## config.mk

```make
export PLATFORM = sky130hd
export DESIGN_NAME = kalman_pitch_angle_fusion_core
export DESIGN_NICKNAME = d
export VERILOG_FILES = /design/src/design/kpaf_pkg.sv /design/src/design/kpaf_alu.sv /design/src/design/kalman_pitch_angle_fusion_core.sv
export SDC_FILE = /design/constraint.sdc
export NUM_CORES = 2
export LEC_CHECK = 0
export ABC_CLOCK_PERIOD_IN_PS = 10350
export BUFFER_PORTS_ARGS = -buffer_cell sky130_fd_sc_hd__buf_4
export CORE_MARGIN = 1.5
export CORE_UTILIZATION = 55
export DETAILED_ROUTE_END_ITERATION = 12
export GPL_TIMING_DRIVEN = 0
export PLACE_DENSITY = 0.79
export REMOVE_ABC_BUFFERS = 1
export SKIP_CTS_REPAIR_TIMING = 1
export SYNTH_ARGS = -nofsm -noshare
export SYNTH_HDL_FRONTEND = slang
export SYNTH_HIERARCHICAL = 1
export SYNTH_SLANG_ARGS = --single-unit
```

## constraint.sdc

```tcl
create_clock -name clk -period 10.35 [get_ports clk]
set_input_delay 0.5175 -clock clk [delete_from_list [all_inputs] [get_ports clk]]
set_output_delay 0.5175 -clock clk [all_outputs]
set_load 0.05 [all_outputs]
```

## src/design/kpaf_pkg.sv

```systemverilog
`timescale 1ns / 1ps
// ----------------------------------------------------------------------------
// kpaf_pkg
// Types, constants and state codes for the pitch angle fusion core.
// ----------------------------------------------------------------------------
package kpaf_pkg;

  localparam int DATA_WIDTH_DEF = 32;
  localparam int FRAC_BITS_DEF  = 24;

  localparam int CFG_IDX_W  = 2;
  localparam int CFG_DATA_W = 31;

  localparam logic [CFG_IDX_W-1:0] REG_SAMPLE_PERIOD = 2'd0;
  localparam logic [CFG_IDX_W-1:0] REG_ANGLE_NOISE   = 2'd1;
  localparam logic [CFG_IDX_W-1:0] REG_BIAS_NOISE    = 2'd2;
  localparam logic [CFG_IDX_W-1:0] REG_MEAS_NOISE    = 2'd3;

  localparam logic [24:0] RST_SAMPLE_PERIOD = 25'd83886;
  localparam logic [30:0] RST_ANGLE_NOISE   = 31'd16777;
  localparam logic [30:0] RST_BIAS_NOISE    = 31'd50332;
  localparam logic [30:0] RST_MEAS_NOISE    = 31'd6710886;

  // Arithmetic unit operations
  typedef enum logic [1:0] {
    OP_ADD,
    OP_SUB,
    OP_MUL,
    OP_DIV
  } op_t;

  // Sequencer states; ST_S0 to ST_S25 run one arithmetic operation each
  typedef enum logic [4:0] {
    ST_IDLE,
    ST_S0,  ST_S1,  ST_S2,  ST_S3,  ST_S4,  ST_S5,  ST_S6,  ST_S7,
    ST_S8,  ST_S9,  ST_S10, ST_S11, ST_S12, ST_S13, ST_S14, ST_S15,
    ST_S16, ST_S17, ST_S18, ST_S19, ST_S20, ST_S21, ST_S22, ST_S23,
    ST_S24, ST_S25, ST_OUT
  } state_t;

  typedef struct packed {
    logic start;
    op_t  op;
  } alu_ctl_t;

endpackage

```

## src/design/kpaf_alu.sv

```systemverilog
`timescale 1ns / 1ps
// ----------------------------------------------------------------------------
// kpaf_alu
// Saturating fixed-point add, subtract, bit-serial multiply and restoring
// divide. One bit of the multiplier or quotient is handled per cycle.
// ----------------------------------------------------------------------------
module kpaf_alu #(
  parameter int DATA_WIDTH = kpaf_pkg::DATA_WIDTH_DEF,
  parameter int FRAC_BITS  = kpaf_pkg::FRAC_BITS_DEF
) (
  input  logic                         clk,
  input  logic                         rst_n,
  input  kpaf_pkg::alu_ctl_t           ctl,
  input  logic signed [DATA_WIDTH-1:0] a,
  input  logic signed [DATA_WIDTH-1:0] b,
  output logic                         done,
  output logic signed [DATA_WIDTH-1:0] y
);

  localparam int W   = DATA_WIDTH;
  localparam int PW  = 2 * W;        // magnitude product width
  localparam int QW  = W + FRAC_BITS; // dividend / quotient width
  localparam int CW  = $clog2(QW + 1);
  localparam logic signed [W-1:0] WMAX = {1'b0, {(W-1){1'b1}}};
  localparam logic signed [W-1:0] WMIN = {1'b1, {(W-1){1'b0}}};

  logic          busy_r, busy_nxt;
  logic          done_r, done_nxt;
  logic [CW-1:0] cnt_r, cnt_nxt;
  kpaf_pkg::op_t op_r, op_nxt;
  logic          neg_r, neg_nxt;
  logic [PW-1:0] acc_r, acc_nxt;   // product accumulator, unused for div
  logic [W-1:0]  mcand_r, mcand_nxt;
  logic [QW-1:0] sh_r, sh_nxt;     // multiplier bits or dividend/quotient
  logic [W:0]    rem_r, rem_nxt;
  logic [W-1:0]  dm_r, dm_nxt;
  logic signed [W-1:0] y_r, y_nxt;

  logic [W-1:0]  mag_a, mag_b;
  logic signed [W:0] sum;
  logic [W:0]    rem_sh;
  logic [PW-1:0] pshift;
  logic [W:0]    lim;
  logic [W:0]    rmag;
  logic          ovf;

  assign mag_a = a[W-1] ? (~a + 1'b1) : a;
  assign mag_b = b[W-1] ? (~b + 1'b1) : b;
  assign rem_sh = {rem_r[W-1:0], sh_r[QW-1]};
  assign pshift = acc_r >> FRAC_BITS;
  assign lim = neg_r ? {1'b0, 1'b1, {(W-1){1'b0}}} : {2'b00, {(W-1){1'b1}}};

  always_comb begin
    rmag = '0;
    ovf  = 1'b0;
    if (op_r == kpaf_pkg::OP_MUL) begin
      ovf  = (pshift[PW-1:W] != '0) || ({1'b0, pshift[W-1:0]} > lim);
      rmag = {1'b0, pshift[W-1:0]};
    end else begin
      ovf  = (sh_r[QW-1:W] != '0) || ({1'b0, sh_r[W-1:0]} > lim);
      rmag = {1'b0, sh_r[W-1:0]};
    end
    if (ovf) rmag = lim;
  end

  always_comb begin
    busy_nxt  = busy_r;
    done_nxt  = 1'b0;
    cnt_nxt   = cnt_r;
    op_nxt    = op_r;
    neg_nxt   = neg_r;
    acc_nxt   = acc_r;
    mcand_nxt = mcand_r;
    sh_nxt    = sh_r;
    rem_nxt   = rem_r;
    dm_nxt    = dm_r;
    y_nxt     = y_r;
    sum       = '0;
    if (ctl.start) begin
      op_nxt  = ctl.op;
      neg_nxt = a[W-1] ^ b[W-1];
      case (ctl.op)
        kpaf_pkg::OP_ADD, kpaf_pkg::OP_SUB: begin
          sum = (ctl.op == kpaf_pkg::OP_ADD) ? ({a[W-1], a} + {b[W-1], b})
                                             : ({a[W-1], a} - {b[W-1], b});
          // top two bits differ only on overflow
          if (sum[W] != sum[W-1]) y_nxt = sum[W] ? WMIN : WMAX;
          else y_nxt = sum[W-1:0];
          done_nxt = 1'b1;
        end
        kpaf_pkg::OP_MUL: begin
          busy_nxt  = 1'b1;
          acc_nxt   = '0;
          mcand_nxt = mag_a;
          sh_nxt    = {{(QW-W){1'b0}}, mag_b};
          cnt_nxt   = CW'(W);
        end
        kpaf_pkg::OP_DIV: begin
          if (mag_b == '0) begin
            y_nxt    = '0;
            done_nxt = 1'b1;
          end else begin
            busy_nxt = 1'b1;
            sh_nxt   = {mag_a, {FRAC_BITS{1'b0}}};
            rem_nxt  = '0;
            dm_nxt   = mag_b;
            cnt_nxt  = CW'(QW);
          end
        end
        default: ;
      endcase
    end else if (busy_r) begin
      if (cnt_r != '0) begin
        cnt_nxt = cnt_r - 1'b1;
        if (op_r == kpaf_pkg::OP_MUL) begin
          // shift-and-add, multiplier LSB first, top bit of product built last
          if (sh_r[0]) acc_nxt = acc_r + {mcand_r, {W{1'b0}}};
          acc_nxt = acc_nxt >> 1;
          sh_nxt  = sh_r >> 1;
        end else begin
          if (rem_sh >= {1'b0, dm_r}) begin
            rem_nxt = rem_sh - {1'b0, dm_r};
            sh_nxt  = {sh_r[QW-2:0], 1'b1};
          end else begin
            rem_nxt = rem_sh;
            sh_nxt  = {sh_r[QW-2:0], 1'b0};
          end
        end
      end else begin
        busy_nxt = 1'b0;
        done_nxt = 1'b1;
        y_nxt    = neg_r ? W'(~rmag + 1'b1) : rmag[W-1:0];
      end
    end
  end

  always_ff @(posedge clk) begin
    if (!rst_n) begin
      busy_r <= 1'b0;
      done_r <= 1'b0;
      cnt_r  <= '0;
      op_r   <= kpaf_pkg::OP_ADD;
    end else begin
      busy_r <= busy_nxt;
      done_r <= done_nxt;
      cnt_r  <= cnt_nxt;
      op_r   <= op_nxt;
    end
    neg_r   <= neg_nxt;
    acc_r   <= acc_nxt;
    mcand_r <= mcand_nxt;
    sh_r    <= sh_nxt;
    rem_r   <= rem_nxt;
    dm_r    <= dm_nxt;
    y_r     <= y_nxt;
  end

  assign done = done_r;
  assign y    = y_r;

  a_no_start_busy: assert property (@(posedge clk) disable iff (!rst_n)
    busy_r |-> !ctl.start) else $error("alu started while busy");
  a_done_single: assert property (@(posedge clk) disable iff (!rst_n)
    done_r |=> !done_r) else $error("alu done held");
  a_cnt_idle: assert property (@(posedge clk) disable iff (!rst_n)
    (busy_r && cnt_r == '0) |=> (done_r && !busy_r))
    else $error("alu did not finish");

endmodule

```

## src/design/kalman_pitch_angle_fusion_core.sv

```systemverilog
`timescale 1ns / 1ps
// ----------------------------------------------------------------------------
// kalman_pitch_angle_fusion_core
// Two-state angle/gyro-bias Kalman filter, one shared serial arithmetic unit.
// ----------------------------------------------------------------------------
// One sample is taken at a time and needs 26 arithmetic steps on one shared
// unit: add/subtract are done in a single step, multiply and divide run
// bit-serially. The steps are 11 products, 2 quotients and 13 add/sub, after
// which the result is posted on out_tvalid. The next sample is taken only
// after the result has been transferred out.
// ----------------------------------------------------------------------------
module kalman_pitch_angle_fusion_core #(
  parameter int DATA_WIDTH = kpaf_pkg::DATA_WIDTH_DEF,
  parameter int FRAC_BITS  = kpaf_pkg::FRAC_BITS_DEF
) (
  input  logic                              clk,
  input  logic                              rst_n,
  input  logic                              cfg_we,
  input  logic [kpaf_pkg::CFG_IDX_W-1:0]    cfg_index,
  input  logic [kpaf_pkg::CFG_DATA_W-1:0]   cfg_data,
  input  logic                              in_tvalid,
  output logic                              in_tready,
  // [26:0] accel_angle, [57:27] gyro_rate, [63:58] zero
  input  logic [63:0]                       in_tdata,
  output logic                              out_tvalid,
  input  logic                              out_tready,
  // [31:0] filtered_angle, [63:32] corrected_rate
  output logic [63:0]                       out_tdata
);

  localparam int W = DATA_WIDTH;
  localparam logic signed [W-1:0] ONE = W'(64'sd1 <<< FRAC_BITS);

  typedef logic signed [W-1:0] word_t;

  logic [24:0] dt_r;
  logic [30:0] qa_r, qb_r, rm_r;

  word_t ang_r, bias_r, p00_r, p01_r, p10_r, p11_r;
  word_t meas_r, gyro_r;
  word_t t0_r, t1_r, ap_r, a00_r, a01_r, a10_r, a11_r, err_r, s_r, k0_r, k1_r;
  word_t fa_r, cr_r;
  logic  ov_r;

  kpaf_pkg::state_t st_r, st_nxt;
  logic started_r, started_nxt;

  kpaf_pkg::alu_ctl_t ctl;
  kpaf_pkg::op_t op_sel;
  word_t opa, opb, y;
  logic  done;

  word_t dtw, qaw, qbw, rmw;

  function automatic word_t clampu(input logic [30:0] v);
    logic [63:0] e;
    e = 64'(v);
    if (e > 64'({1'b0, {(W-1){1'b1}}})) return {1'b0, {(W-1){1'b1}}};
    return W'(e);
  endfunction

  assign dtw = clampu(31'(dt_r));
  assign qaw = clampu(qa_r);
  assign qbw = clampu(qb_r);
  assign rmw = clampu(rm_r);

  function automatic word_t clampin(input logic signed [30:0] v);
    logic signed [63:0] e;
    e = 64'(v);
    if (e > 64'(signed'({1'b0, {(W-1){1'b1}}}))) return {1'b0, {(W-1){1'b1}}};
    if (e < -64'(signed'({1'b0, {(W-1){1'b1}}})) - 1) return {1'b1, {(W-1){1'b0}}};
    return W'(e);
  endfunction

  function automatic logic [31:0] sat32(input word_t v);
    logic signed [63:0] e;
    e = 64'(v);
    if (e > 64'sd2147483647) return 32'h7fffffff;
    if (e < -64'sd2147483648) return 32'h80000000;
    return e[31:0];
  endfunction

  function automatic word_t sat_sub(input word_t x, input word_t v);
    logic [W:0] d;
    d = {x[W-1], x} - {v[W-1], v};
    if (d[W] != d[W-1]) return d[W] ? {1'b1, {(W-1){1'b0}}} : {1'b0, {(W-1){1'b1}}};
    return d[W-1:0];
  endfunction

  kpaf_alu #(.DATA_WIDTH(DATA_WIDTH), .FRAC_BITS(FRAC_BITS)) u_alu (
    .clk(clk), .rst_n(rst_n), .ctl(ctl), .a(opa), .b(opb), .done(done), .y(y)
  );

  always_ff @(posedge clk) begin
    if (!rst_n) begin
      dt_r <= kpaf_pkg::RST_SAMPLE_PERIOD;
      qa_r <= kpaf_pkg::RST_ANGLE_NOISE;
      qb_r <= kpaf_pkg::RST_BIAS_NOISE;
      rm_r <= kpaf_pkg::RST_MEAS_NOISE;
    end else if (cfg_we) begin
      case (cfg_index)
        kpaf_pkg::REG_SAMPLE_PERIOD: dt_r <= cfg_data[24:0];
        kpaf_pkg::REG_ANGLE_NOISE:   qa_r <= cfg_data;
        kpaf_pkg::REG_BIAS_NOISE:    qb_r <= cfg_data;
        kpaf_pkg::REG_MEAS_NOISE:    rm_r <= cfg_data;
        default: ;
      endcase
    end
  end

  assign in_tready = (st_r == kpaf_pkg::ST_IDLE) && !ov_r;

  // step table: operation and operands for each state
  always_comb begin
    op_sel = kpaf_pkg::OP_ADD;
    opa = '0;
    opb = '0;
    case (st_r)
      kpaf_pkg::ST_S0:  begin op_sel = kpaf_pkg::OP_SUB; opa = gyro_r; opb = bias_r; end
      kpaf_pkg::ST_S1:  begin op_sel = kpaf_pkg::OP_MUL; opa = t0_r;   opb = dtw;    end
      kpaf_pkg::ST_S2:  begin op_sel = kpaf_pkg::OP_ADD; opa = ang_r;  opb = t0_r;   end
      kpaf_pkg::ST_S3:  begin op_sel = kpaf_pkg::OP_MUL; opa = dtw;    opb = p10_r;  end
      kpaf_pkg::ST_S4:  begin op_sel = kpaf_pkg::OP_SUB; opa = p00_r;  opb = t0_r;   end
      kpaf_pkg::ST_S5:  begin op_sel = kpaf_pkg::OP_MUL; opa = dtw;    opb = p11_r;  end
      kpaf_pkg::ST_S6:  begin op_sel = kpaf_pkg::OP_SUB; opa = p01_r;  opb = t1_r;   end
      kpaf_pkg::ST_S7:  begin op_sel = kpaf_pkg::OP_MUL; opa = a01_r;  opb = dtw;    end
      kpaf_pkg::ST_S8:  begin op_sel = kpaf_pkg::OP_SUB; opa = a00_r;  opb = t1_r;   end
      kpaf_pkg::ST_S9:  begin op_sel = kpaf_pkg::OP_ADD; opa = a00_r;  opb = qaw;    end
      kpaf_pkg::ST_S10: begin op_sel = kpaf_pkg::OP_MUL; opa = p11_r;  opb = dtw;    end
      kpaf_pkg::ST_S11: begin op_sel = kpaf_pkg::OP_SUB; opa = p10_r;  opb = t1_r;   end
      kpaf_pkg::ST_S12: begin op_sel = kpaf_pkg::OP_ADD; opa = p11_r;  opb = qbw;    end
      kpaf_pkg::ST_S13: begin op_sel = kpaf_pkg::OP_SUB; opa = meas_r; opb = ap_r;   end
      kpaf_pkg::ST_S14: begin op_sel = kpaf_pkg::OP_ADD; opa = a00_r;  opb = rmw;    end
      kpaf_pkg::ST_S15: begin op_sel = kpaf_pkg::OP_DIV; opa = a00_r;  opb = s_r;    end
      kpaf_pkg::ST_S16: begin op_sel = kpaf_pkg::OP_DIV; opa = a10_r;  opb = s_r;    end
      kpaf_pkg::ST_S17: begin op_sel = kpaf_pkg::OP_MUL; opa = k0_r;   opb = err_r;  end
      kpaf_pkg::ST_S18: begin op_sel = kpaf_pkg::OP_ADD; opa = ap_r;   opb = t0_r;   end
      kpaf_pkg::ST_S19: begin op_sel = kpaf_pkg::OP_MUL; opa = k1_r;   opb = err_r;  end
      kpaf_pkg::ST_S20: begin op_sel = kpaf_pkg::OP_ADD; opa = bias_r; opb = t0_r;   end
      kpaf_pkg::ST_S21: begin op_sel = kpaf_pkg::OP_SUB; opa = gyro_r; opb = bias_r; end
      kpaf_pkg::ST_S22: begin op_sel = kpaf_pkg::OP_MUL; opa = k0_r;   opb = a00_r;  end
      kpaf_pkg::ST_S23: begin op_sel = kpaf_pkg::OP_MUL; opa = k0_r;   opb = a01_r;  end
      kpaf_pkg::ST_S24: begin op_sel = kpaf_pkg::OP_MUL; opa = k1_r;   opb = a00_r;  end
      kpaf_pkg::ST_S25: begin op_sel = kpaf_pkg::OP_MUL; opa = k1_r;   opb = a01_r;  end
      default: ;
    endcase
  end

  always_comb begin
    st_nxt      = st_r;
    started_nxt = started_r;
    ctl.start   = 1'b0;
    ctl.op      = op_sel;
    case (st_r)
      kpaf_pkg::ST_IDLE: begin
        if (in_tvalid && in_tready) st_nxt = kpaf_pkg::ST_S0;
      end
      kpaf_pkg::ST_OUT: st_nxt = kpaf_pkg::ST_IDLE;
      default: begin
        if (!started_r) begin
          ctl.start   = 1'b1;
          started_nxt = 1'b1;
        end else if (done) begin
          started_nxt = 1'b0;
          st_nxt      = kpaf_pkg::state_t'(st_r + 1'b1);
        end
      end
    endcase
  end

  always_ff @(posedge clk) begin
    if (!rst_n) begin
      st_r      <= kpaf_pkg::ST_IDLE;
      started_r <= 1'b0;
      ov_r      <= 1'b0;
      ang_r     <= '0;
      bias_r    <= '0;
      p00_r     <= ONE;
      p01_r     <= '0;
      p10_r     <= '0;
      p11_r     <= ONE;
    end else begin
      st_r      <= st_nxt;
      started_r <= started_nxt;
      if (st_r == kpaf_pkg::ST_OUT) ov_r <= 1'b1;
      else if (out_tready) ov_r <= 1'b0;
      if (started_r && done) begin
        case (st_r)
          kpaf_pkg::ST_S0, kpaf_pkg::ST_S1, kpaf_pkg::ST_S3,
          kpaf_pkg::ST_S17, kpaf_pkg::ST_S19: t0_r <= y;
          kpaf_pkg::ST_S2:  ap_r  <= y;
          kpaf_pkg::ST_S4:  a00_r <= y;
          kpaf_pkg::ST_S5, kpaf_pkg::ST_S7, kpaf_pkg::ST_S10: t1_r <= y;
          kpaf_pkg::ST_S6:  a01_r <= y;
          kpaf_pkg::ST_S8, kpaf_pkg::ST_S9: a00_r <= y;
          kpaf_pkg::ST_S11: a10_r <= y;
          kpaf_pkg::ST_S12: a11_r <= y;
          kpaf_pkg::ST_S13: err_r <= y;
          kpaf_pkg::ST_S14: s_r   <= y;
          kpaf_pkg::ST_S15: k0_r  <= (s_r == '0) ? '0 : y;
          kpaf_pkg::ST_S16: k1_r  <= (s_r == '0) ? '0 : y;
          kpaf_pkg::ST_S18: ang_r <= y;
          kpaf_pkg::ST_S20: bias_r <= y;
          kpaf_pkg::ST_S21: cr_r  <= y;
          kpaf_pkg::ST_S22: p00_r <= sat_sub(a00_r, y);
          kpaf_pkg::ST_S23: p01_r <= sat_sub(a01_r, y);
          kpaf_pkg::ST_S24: p10_r <= sat_sub(a10_r, y);
          kpaf_pkg::ST_S25: p11_r <= sat_sub(a11_r, y);
          default: ;
        endcase
      end
    end
    if (in_tvalid && in_tready) begin
      meas_r <= clampin(31'(signed'(in_tdata[26:0])));
      gyro_r <= clampin(signed'(in_tdata[57:27]));
    end
    if (st_r == kpaf_pkg::ST_OUT) fa_r <= ang_r;
  end

  assign out_tvalid = ov_r;
  assign out_tdata  = {sat32(cr_r), sat32(fa_r)};

  a_busy_no_accept: assert property (@(posedge clk) disable iff (!rst_n)
    (st_r != kpaf_pkg::ST_IDLE) |-> !in_tready) else $error("accept while busy");
  a_out_hold: assert property (@(posedge clk) disable iff (!rst_n)
    (out_tvalid && !out_tready) |=> out_tvalid) else $error("result dropped");
  a_idle_after_out: assert property (@(posedge clk) disable iff (!rst_n)
    (st_r == kpaf_pkg::ST_OUT) |=> (st_r == kpaf_pkg::ST_IDLE && ov_r))
    else $error("result not posted");

endmodule
```

==> metrics.md <==
| Metric | Value |
|---|---|
| Worst ir drop on vdd | approximately 0.00015 V |
| Die width | 331 um |
| Shortest clock period the worst path allows after layout | about 10 ns |
| DR pass1 iterations | 13 |
| Final critical-path setup slack | 0.384 ns |
| Largest register by flop count | u_alu/sh_r |
| Cell area after synthesis | 0.0591 sq mm |
| Endpoint required time on the critical path | between 10 and 15 ns |
| Number of DRC violations after detailed-routing iteration 0 | ~9,000 |
| Total Wirelength | 215 mm |
| Startpoint of the lowest-slack register-to-register path | st_r[4] |
| Worst setup EP type | register |
| Worst Tran Pin Value | around 1.4 ns |
| Post-Synthesis Mean Instance Area | 9.56 sq um |
| Ratio of cells with drive above 1 in the final layout | 0.0954 |
| Clock input transition at the sequential cells of the worst setup and hold paths | 0.06 ns |
| Vias per Instance | 6.92 |
| Area of combinational cells with multiple inputs | 0.0295 sq mm |
| Number of synthesized flops with an enable pin | 700 |
| Library cell with the highest instance count after synthesis | sky130_fd_sc_hd__nand2_1 |
| Core ar. | about 0.11 sq mm |
| Finish-stage setup viols | 0 |
| Max Freq | 0.100 GHz |
| Antenna diode instance count | 0 |
| Yosys reg bits | 1,027 |
| Ranking of synthesized cells by instance count | sky130_fd_sc_hd__nand2_1, sky130_fd_sc_hd__edfxtp_1, sky130_fd_sc_hd__a21oi_1 |
| Register Area | 0.0276 sq mm |
| Overall global routing resource usage | 0.381 |
| Std-Cell Rows | 120 |
| Critical Path Source Type | register |
| Die footprint | 0.109 sq mm |
| Result of the run | finished with violations |
| Biggest fanout along the worst timing path | 30 |
| Max transition margin | 0.0606 |
| Failing checks | DRC |
| Worst Hold Margin | 0.0126 ns |
| Register-to-register setup slack | between 0.3 and 0.4 ns |
| DRC viols | 3 |
| Max Slew Vio Count | 0 |
| RSZ-0062 raised after global routing | no |
| Worst setup slack after placement | 0.969 ns |
| Area grow syn2layout | 13.3% |
| Max FFs per register | between 50 and 60 |
| Number of buffers between clock root and the deepest sink | 3 |
| CP arrival | ~10 ns |
| Post-synthesis cell count | 6,175 |
| Startpoint of the most critical hold path | cfg_data[14] |
| Top flop regs | u_alu/sh_r x56, u_alu/acc_r x39 |
| Cell count of the worst hold path | 3 |
| Power density over the cells | 169 mW/mm^2 |
| Path depth of the worst reg2reg path | 24 |
| Sequential element share of the synthesized area | 0.467 |
| Clock tree from TritonCTS | yes |
| Endpoint of the worst hold-timing path | rm_r[14] |
| H-tree depth | 3 |
| Cts bufs inserted | 110 |
| Maximum number of pins on one net before global-route repair | 90 |
| Clock Skews | 0.0435 ns |
| Vertical extent of the die | 331 um |
| Area fraction of the dominant cell type after synthesis | 0.356 |
| Final critical-path share of the clock period | 0.963 |
| Synth area leaders | sky130_fd_sc_hd__edfxtp_1, sky130_fd_sc_hd__dfxtp_1, sky130_fd_sc_hd__ha_1 |
| Total of buffers placed on input and output ports | 161 |
| Count of filler cells inserted in the layout | 8,555 |
| Top cell type by total area after synthesis | sky130_fd_sc_hd__edfxtp_1 |
| Antenna viol nets, final | 0 |
| Cell leakage power | ~0.025 uW |
| Number of warning messages in the yosys log | 6 |
| Cell at the root of the clock tree | sky130_fd_sc_hd__clkbuf_16 |
| Via total after detailed routing | 52,900 |
| Initial antenna violation count | 5 |
| Vias in the first global route | 49,161 |
| # IOs | about 170 |
| Global-route wire length before repair | 312 mm |
| Initial cell density of the core | 0.553 |
| Number of hold violations in the final report | 0 |
| Distinct cells, synth | 105 |
| Async S/R FF share, synth | 0 |
| Kind of critical path | register to register |
| Total number of nets in the final design | between 6,000 and 7,000 |
| Global-route congestion overflow total | 0 |
| Path type of the worst min-delay path | primary input to register |
| TritonCTS Sinks | 1,027 |
| Destination of the worst register-to-register timing path | u_alu/y[20] |
| Most used flip-flop cell after synthesis | sky130_fd_sc_hd__edfxtp_1 |
| Maximum Capacitance Violations | 0 |
| Post-detailed-placement half-perimeter wirelength | 157 mm |
| Insertion delay to the later sink of the worst-skew pair | 0.75 ns |
| Gp weighted congestion | between 1 and 1.5 |
| Routed wire length per instance | 28.2 um |
-- worst max-delay path, cell delays in order (launching register included) --
cell,delay (ns)
sky130_fd_sc_hd__dfxtp_1,0.58
sky130_fd_sc_hd__inv_1,0.36
sky130_fd_sc_hd__nand2_1,0.78
sky130_fd_sc_hd__nor2_4,0.20
sky130_fd_sc_hd__buf_12,0.25
sky130_fd_sc_hd__buf_12,0.21
sky130_fd_sc_hd__a22oi_1,0.19
sky130_fd_sc_hd__and3_1,0.29
sky130_fd_sc_hd__nand2_1,0.15
sky130_fd_sc_hd__a21oi_1,0.14
sky130_fd_sc_hd__nand2_1,0.33
sky130_fd_sc_hd__nor4_1,0.92
sky130_fd_sc_hd__nand2_1,0.41
sky130_fd_sc_hd__nor4_1,0.44
sky130_fd_sc_hd__nor2_1,0.19
sky130_fd_sc_hd__xor2_1,0.28
sky130_fd_sc_hd__ha_1,0.34
sky130_fd_sc_hd__a21o_1,0.20
sky130_fd_sc_hd__a221o_1,0.38
sky130_fd_sc_hd__a2111o_1,0.42
sky130_fd_sc_hd__a31oi_1,0.22
sky130_fd_sc_hd__a21boi_0,0.19
sky130_fd_sc_hd__o21ai_1,0.80
sky130_fd_sc_hd__nand2_1,0.71
sky130_fd_sc_hd__o21ai_0,0.63
-- cells in the final DEF (no fill, tap or decap), drive strengths merged, types with 59 or more instances in the layout --
cell type,instances
buf,271
nor2,318
nand4,59
a22oi,165
a222oi,121
a221oi,93
nand2,832
inv,178
ha,298
nor3,75
edfxtp,700
o21ai,406
mux2i,83
a21o,123
xor2,86
and3,59
xnor2,179
a21oi,664
nand3,152
clkbuf,155
dfxtp,327
-- layout make-up --
class / count / share of cell area
Clock buffer: 155 / 0.0496
Clock inverter: 55 / 0.00901
Inverter: 168 / 0.00950
Multi-Input combinational cell: 4508 / 0.440
Sequential cell: 1027 / 0.412
Tap cell: 1403 / 0.0262
Timing Repair Buffer: 324 / 0.0534
-- kinds of logic (layout without fill, tap and decap cells) --
family,count (synthesis),count (layout),share of synthesized area
multiplexers,89,89,0.0152
flip-flops,1027,1027,0.467
XOR/XNOR,265,265,0.0394
AO/OA/AOI/OAI,2024,2024,0.226
buffers and inverters,640,702,0.0418
AND/OR/NAND/NOR,1787,1787,0.139
adder cells (fa/ha/maj),343,343,0.0719
-- worst max-delay path by stage --
stage | cells after the start | to | slack (ns) | startpoint
finish | 24 | u_alu/y[20] | 0.38 | st_r[4]
global route | 25 | u_alu/y[20] | 0.06 | st_r[4]
CTS | 27 | u_alu/y[20] | 0.85 | st_r[4]
detailed placement | 27 | u_alu/y[20] | 0.97 | st_r[4]
global placement | 10 | u_alu/y[20] | -8.36 | st_r[0]
floorplan | 10 | u_alu/y[19] | 0.28 | st_r[0]
-- where the power goes --
group / switching, uW / internal, uW
Sequential: 243 / 4640
Clock: 1810 / 2440
Combinational: 1380 / 807
Total: 3440 / 7890
-- layer usage --
layer	part of all wire	GRT usage
met1	0.37	0.501
met2	0.43	0.570
met3	0.14	0.112
met4	0.058	0.193
met5	0.00048	0.00913
-- per-stage QoR --
step / std cells / area (sq um) / utilization / power [uW] / TNS (ns)
2_1_floorplan: 5703 / 57200 / - / 6290 / 0
6_report: 7640 / 66900 / 0.627 / 11300 / 0
5_1_grt: 7640 / 66900 / 0.627 / 11700 / 0
3_3_place_gp: 7267 / 60200 / 0.564 / 6930 / -1407.98
4_1_cts: 7586 / 66400 / 0.622 / 11200 / 0
3_5_place_dp: 7376 / 62400 / 0.585 / 7040 / 0
Note: power is estimated with default switching activity, not from simulation.
